**config.mk**
```make
export PLATFORM = sky130hd
export DESIGN_NAME = xsa_div
export DESIGN_NICKNAME = d
export VERILOG_FILES = /design/src/rtl/xsa_pkg.sv /design/src/rtl/xsa_div.sv
export SDC_FILE = /design/constraint.sdc
export NUM_CORES = 1
export LEC_CHECK = 0
export BUFFER_PORTS_ARGS = -buffer_cell sky130_fd_sc_hd__buf_2
export CAP_MARGIN = 5
export CORE_MARGIN = 4
export CORE_UTILIZATION = 58
export DETAILED_ROUTE_END_ITERATION = 7
export PLACE_DENSITY = 0.76
export SLEW_MARGIN = 25
export SYNTH_ARGS = -nofsm -noshare
export SYNTH_HDL_FRONTEND = slang
export SYNTH_SLANG_ARGS = --single-unit
```
**constraint.sdc**
```tcl
create_clock -name i_clk -period 4.45 [get_ports i_clk]
set_input_delay 0.445 -clock i_clk [delete_from_list [all_inputs] [get_ports i_clk]]
set_output_delay 0.445 -clock i_clk [all_outputs]
set_load 0.005 [all_outputs]
```
**src/rtl/xsa_pkg.sv**
```systemverilog
`timescale 1ns / 1ps
// Shared types, constants and the xorshift hash function for the xorshift sketch accumulator.
// No dependencies; every other file in rtl/ refers to this package by scoped names.
package xsa_pkg;

    // Default values for the top-level parameters.
    localparam int TABLE_DEPTH_LOG2_DEF = 19;
    localparam int NUM_HASHES_DEF       = 20;
    localparam int VALUE_WIDTH_DEF      = 32;

    // Fixed field and state widths.
    localparam int SUM_W       = 56;
    localparam int SLOT_W      = 5;
    localparam int MEAN_W      = 32;
    localparam int IP_W        = 32;
    localparam int IDX_W       = 19;
    localparam int TVAL_W      = 32;
    localparam int COUNT_W     = 32;
    localparam int CFG_IDX_W   = 8;
    localparam int CFG_DATA_W  = 32;
    localparam int TBL_BITS_W  = 5;
    localparam int HASH_W      = 32;
    localparam int NUM_TRIPLES = 20;

    localparam logic [TBL_BITS_W-1:0] TBL_BITS_MIN = 5'd14;
    localparam logic [TBL_BITS_W-1:0] TBL_BITS_RST = 5'd19;

    // Configuration register indexes.
    localparam logic [CFG_IDX_W-1:0] CFG_TABLE_SIZE_LOG2    = 8'd0;
    localparam logic [CFG_IDX_W-1:0] CFG_PACKETS_PER_WINDOW = 8'd1;

    // Input operation codes.
    localparam logic OP_TABLE_WRITE = 1'b0;
    localparam logic OP_PACKET      = 1'b1;

    // Shift triples (left a, right b, left c), one per hash slot.
    localparam logic [4:0] SHIFT_A [NUM_TRIPLES] = '{
        5'd1, 5'd1, 5'd2, 5'd2, 5'd2, 5'd2, 5'd3, 5'd3, 5'd4, 5'd5,
        5'd5, 5'd6, 5'd7, 5'd9, 5'd11, 5'd14, 5'd14, 5'd1, 5'd1, 5'd11
    };
    localparam logic [4:0] SHIFT_B [NUM_TRIPLES] = '{
        5'd3, 5'd11, 5'd5, 5'd7, 5'd7, 5'd9, 5'd1, 5'd13, 5'd5, 5'd9,
        5'd13, 5'd1, 5'd1, 5'd5, 5'd7, 5'd1, 5'd13, 5'd5, 5'd11, 5'd7
    };
    localparam logic [4:0] SHIFT_C [NUM_TRIPLES] = '{
        5'd10, 5'd6, 5'd15, 5'd7, 5'd9, 5'd15, 5'd14, 5'd7, 5'd15, 5'd7,
        5'd6, 5'd11, 5'd9, 5'd1, 5'd12, 5'd15, 5'd15, 5'd16, 5'd16, 5'd16
    };

    typedef struct packed {
        logic                     op;
        logic [IDX_W-1:0]         table_index;
        logic signed [TVAL_W-1:0] table_value;
        logic [IP_W-1:0]          src_ip;
    } t_in_word;

    typedef struct packed {
        logic [SLOT_W-1:0]        hash_slot;
        logic signed [MEAN_W-1:0] mean_value;
        logic                     last;
    } t_out_word;

    // Access request to the accumulator memory.
    typedef struct packed {
        logic              rd_en;
        logic [SLOT_W-1:0] rd_slot;
        logic              wr_en;
        logic [SLOT_W-1:0] wr_slot;
        logic [SUM_W-1:0]  wr_data;
        logic              clear;
    } t_sum_ctl;

    // Start request to the divider.
    typedef struct packed {
        logic                    start;
        logic signed [SUM_W-1:0] dividend;
        logic [COUNT_W-1:0]      divisor;
    } t_div_req;

    typedef enum logic [2:0] {
        ST_IDLE,
        ST_ACC,
        ST_DRAIN,
        ST_MEAN_RD,
        ST_MEAN_LD,
        ST_MEAN_DIV,
        ST_MEAN_OUT
    } t_state;

    function automatic logic [HASH_W-1:0] xs_hash(
        input logic [HASH_W-1:0] x,
        input logic [4:0]        a,
        input logic [4:0]        b,
        input logic [4:0]        c
    );
        logic [HASH_W-1:0] t;
        t = x ^ (x << a);
        t = t ^ (t >> b);
        t = t ^ (t << c);
        return t;
    endfunction

endpackage

```
**src/rtl/xsa_div.sv**
```systemverilog
`timescale 1ns / 1ps
// Restoring divider: signed sum over unsigned count, one quotient bit per cycle.
// Depends on xsa_pkg; the quotient is truncated toward zero.
module xsa_div (
    input  logic                             i_clk,
    input  logic                             i_rst_n,
    input  xsa_pkg::t_div_req                i_req,
    output logic                             o_busy,
    output logic signed [xsa_pkg::SUM_W:0]   o_quotient
);

    localparam int DIV_STEPS = xsa_pkg::SUM_W;
    localparam int CNT_W     = $clog2(DIV_STEPS + 1);
    localparam int CW        = xsa_pkg::COUNT_W;

    logic [CNT_W-1:0]              r_cnt;
    logic                          r_neg;
    logic [xsa_pkg::SUM_W-1:0]     r_dvd;
    logic [xsa_pkg::SUM_W-1:0]     r_quo;
    logic [CW-1:0]                 r_rem;
    logic [CW-1:0]                 r_dvs;

    logic [xsa_pkg::SUM_W-1:0]     dvd_mag;
    logic [CW:0]                   shifted;
    logic [CW+1:0]                 diff;
    logic                          q_bit;
    logic [CW-1:0]                 n_rem;
    logic signed [xsa_pkg::SUM_W:0] quo_mag;

    always_comb begin
        // The magnitude of the most negative sum still fits unsigned.
        dvd_mag = i_req.dividend[xsa_pkg::SUM_W-1] ? (~i_req.dividend + 1'b1)
                                                    : i_req.dividend;
        shifted = {r_rem, r_dvd[xsa_pkg::SUM_W-1]};
        diff    = {1'b0, shifted} - {2'b00, r_dvs};
        q_bit   = !diff[CW+1];
        n_rem   = q_bit ? diff[CW-1:0] : shifted[CW-1:0];
        quo_mag = {1'b0, r_quo};
    end

    always_ff @(posedge i_clk) begin
        if (!i_rst_n) begin
            r_cnt <= '0;
        end else if (i_req.start) begin
            r_cnt <= CNT_W'(DIV_STEPS);
        end else if (r_cnt != '0) begin
            r_cnt <= r_cnt - 1'b1;
        end
    end

    always_ff @(posedge i_clk) begin
        if (i_req.start) begin
            r_neg <= i_req.dividend[xsa_pkg::SUM_W-1];
            r_dvd <= dvd_mag;
            r_quo <= '0;
            r_rem <= '0;
            r_dvs <= i_req.divisor;
        end else if (r_cnt != '0) begin
            r_dvd <= {r_dvd[xsa_pkg::SUM_W-2:0], 1'b0};
            r_quo <= {r_quo[xsa_pkg::SUM_W-2:0], q_bit};
            r_rem <= n_rem;
        end
    end

    assign o_busy     = (r_cnt != '0);
    assign o_quotient = r_neg ? -quo_mag : quo_mag;

endmodule

```
==> flow_summary.ini <==
[yosys]
synth_enable_flop_cells = 89
count_of_different_cell_masters_after_synthesis = 63
synthCells = 1243
synth_top_area_share_pct = 24.8
yosysWarningCount = 0
synth.top_cells.by_count = 173 x sky130_fd_sc_hd__nand2_1, 150 x sky130_fd_sc_hd__a21oi_1, 122 x sky130_fd_sc_hd__nor2_1
syn_avg_cell_area_um2 = 8.66
ys_top_cells_by_area = sky130_fd_sc_hd__edfxtp_1 25%, sky130_fd_sc_hd__dfxtp_1 17%, sky130_fd_sc_hd__a21oi_1 7.0%, sky130_fd_sc_hd__nand2_1 6.0%, sky130_fd_sc_hd__xnor2_1 5.7%
number_of_flip_flops_and_latches_in_the_synthesized_netlist = 183
postSynth.asyncResetShare_pct = 0
postSynthNetCount = 1371
synth-seq-area-share_pct = 42.3
synth_ff_type = sky130_fd_sc_hd__dfxtp_1
yosys.cell_count.top_type = sky130_fd_sc_hd__nand2_1
netlist_area_um2 = 10800
synth_top_cell_by_area = sky130_fd_sc_hd__edfxtp_1

[timing]
pnr_worst_setup_slack_ps = 135
tightestPinTransition_ps = 918
setup_violations = 0
layout_worst_path_cycle_share_pct = 97.0
clock_skew_ps = 10.4
period_needed_ps = 4320
achievable-frequency_mhz = 232
final.setup.tns_ps = 0
hold_violations = 0
slew_violations = 0
grt_setup_unrepaired = false
worst_slew_margin_rel_pct = 38.8

[route]
detail-route-antenna-nets = 0
via_count_normalized_by_instance_count = 5.69
route.detailed.drc = 0
routed-via-count = 9070
drt_first_iter_violations = 509
drt_first_pass_iters = 8
wire_per_inst_um = 14.8
detail_route.wirelength_um = 23500

[clock_network]
cts_max_path_buffers = 2
tritoncts = built
cts_root_buf = sky130_fd_sc_hd__clkbuf_16
cts.sinks = 183
worstSkewPairLatency_ps = 440
cts-buffers-inserted = 17
cts.htree.levels = 4
postCtsSetupRepairBufs = 0
cts.clk_slew.worst_paths_ps = 70

[grt]
globalRouteOverflowTotal = 0
aggregate_global_route_resource_usage_pct = 22.3
grt_first_pass_wirelength_um = 38300
number_of_global_route_vias_before_repair = 8021
grt_antenna_before_repair = 4
grt_max_degree = 189

[floorplan]
std_cell_rows = 49
start_util_pct = 59.5
floorplan.io_pins = 149
die_y_um = 144
fp.dieW_um = 144
die_area_um2 = 20800
placeable_core_area_um2 = 18100

[placement]
place.port_buffers = 148
preCtsSetupSlack_ps = 470
place_congestion = 0.903
dpl.hpwl_um = 16000

[critical_path]
worstSetupEndpointType = output port
startpoint_type = flop
required_ps = 4010
setup.reg_to_reg.worst_slack_ps = 1040
critical_path_arrival_ps = 3870
crit_fanout = 7
critical_path_class = flop to output port

[power_and_ir_drop]
leakage_power_uw = 0.00506
vdd_drop_max_mv = 0.297
power_density_nw_per_um2 = 507

[layout]
ff_latch_area_um2 = 4560
nNetsFinal = 1478
combined_area_of_the_multi_input_logic_cells_um2 = 5770
final.fill_count = 1468
flow.area_growth_from_synthesis_pct = 13.6
drive_above_1_share_pct = 15.7

[job]
maxCapViolCount = 0

[min_path]
min_path_type = input pin to flop

[run_status]
outcome = completed
final cells by class:
type,instances,share of cell area (%)
repair buffers,155,6.64
flip-flops and latches,183,37.3
multi-input cells,932,47.2
well taps,229,2.34
diodes,1,0.0205
inverters,61,1.87
clock inverters,15,1.17
clock buffers,17,3.48
power breakdown:
group          internal (uW)  total, uW  switching, uW
combinational           1100       2540           1440
clock                    784       1480            695
sequential              2040       2190            155
total                   3920       6210           2290
kinds of logic (layout without fill, tap and decap cells):
kind of cell	after synthesis	count (layout)	synth area share [%]
adder cells (fa/ha/maj)	37	37	4.37
flip-flops	183	183	42.3
AND/OR/NAND/NOR	410	410	17.4
XOR/XNOR	138	138	11.2
multiplexers	10	10	0.930
AO/OA/AOI/OAI	337	337	19.2
other	0	1	0
buffers and inverters	128	248	4.51
worst max-delay path, stage by stage, from the launching register on:
cell,delay [ps]
sky130_fd_sc_hd__dfxtp_2,350
sky130_fd_sc_hd__or4_4,580
sky130_fd_sc_hd__nor4_4,180
sky130_fd_sc_hd__or3b_4,420
sky130_fd_sc_hd__or3_1,360
sky130_fd_sc_hd__or3_1,350
sky130_fd_sc_hd__or3_1,380
sky130_fd_sc_hd__or3_4,370
sky130_fd_sc_hd__o31ai_4,190
sky130_fd_sc_hd__xnor2_1,130
sky130_fd_sc_hd__buf_2,130
registers in the layout (all words and copies together) (netlist names):
| register | flops |
|---|---|
| r_dvd | 56 |
| r_quo | 56 |
| r_dvs | 32 |
| r_rem | 32 |
| r_cnt | 6 |
| r_neg | 1 |
per-stage QoR:
| stage | hold WS [ps] | power [uW] | util [%] | std cells | area [um2] |
|---|---|---|---|---|---|
| floorplan | 450 | 4080 | - | 1243 | 10800 |
| global placement | 460 | 4650 | 64.3 | 1560 | 11600 |
| detailed placement | 471 | 4720 | 64.3 | 1560 | 11600 |
| CTS | 165 | 6220 | 67.5 | 1592 | 12200 |
| global route | 162 | 6640 | 67.6 | 1593 | 12200 |
| finish | 175 | 6210 | 67.6 | 1593 | 12200 |
worst paths after layout:
path              cells after the start              to      start
setup / recovery                     10  o_quotient[54]  r_quo[36]
setup reg to reg                     13       r_rem[20]  r_dvd[55]
hold / removal                        1       r_dvs[15]  i_req[15]
hold reg to reg                       2       r_quo[55]  r_quo[55]
what timing repair did:
action / 4_1_cts / 5_1_grt
gates resized for setup: 1 / 6
hold buffers: 0 / 0
endpoints found under the setup margin: 1 / 4
pin swaps: 0 / 0
routing by layer:
metal	track usage [%]	part of all wire (%)	vias up
met4	6.38	1.7	6
met3	5.29	6.1	44
li1	-	-	4596
met1	31.3	47	4178
met2	34.8	45	246
met5	0	0.14	-
cell usage in the layout (no fill, tap or decap), types with 4 or more instances in the layout:
cell | Yosys | layout
sky130_fd_sc_hd__a211oi_1 | 28 | 28
sky130_fd_sc_hd__a21boi_0 | 4 | 4
sky130_fd_sc_hd__a21o_1 | 8 | 8
sky130_fd_sc_hd__a21oi_1 | 150 | 150
sky130_fd_sc_hd__a31oi_1 | 4 | 4
sky130_fd_sc_hd__a41oi_1 | 5 | 5
sky130_fd_sc_hd__and2_1 | 4 | 4
sky130_fd_sc_hd__and3_1 | 4 | 4
sky130_fd_sc_hd__buf_2 | 1 | 147
sky130_fd_sc_hd__buf_4 | 1 | 6
sky130_fd_sc_hd__clkbuf_16 | 0 | 17
sky130_fd_sc_hd__dfxtp_1 | 94 | 92
sky130_fd_sc_hd__edfxtp_1 | 89 | 89
sky130_fd_sc_hd__ha_1 | 36 | 36
sky130_fd_sc_hd__inv_1 | 60 | 60
sky130_fd_sc_hd__inv_6 | 0 | 7
sky130_fd_sc_hd__mux2i_1 | 10 | 10
sky130_fd_sc_hd__nand2_1 | 173 | 172
sky130_fd_sc_hd__nand2b_1 | 11 | 11
sky130_fd_sc_hd__nand3_1 | 7 | 7
sky130_fd_sc_hd__nor2_1 | 122 | 122
sky130_fd_sc_hd__nor2b_1 | 4 | 4
sky130_fd_sc_hd__nor3_1 | 30 | 30
sky130_fd_sc_hd__nor4_1 | 7 | 5
sky130_fd_sc_hd__o211ai_1 | 9 | 9
sky130_fd_sc_hd__o21ai_0 | 57 | 57
sky130_fd_sc_hd__o21bai_1 | 4 | 4
sky130_fd_sc_hd__o31ai_1 | 31 | 31
sky130_fd_sc_hd__o41ai_1 | 19 | 19
sky130_fd_sc_hd__or3_1 | 9 | 7
sky130_fd_sc_hd__or4_1 | 14 | 14
sky130_fd_sc_hd__xnor2_1 | 70 | 70
sky130_fd_sc_hd__xor2_1 | 68 | 68
No activity file was read; power rests on OpenSTA's default activity.
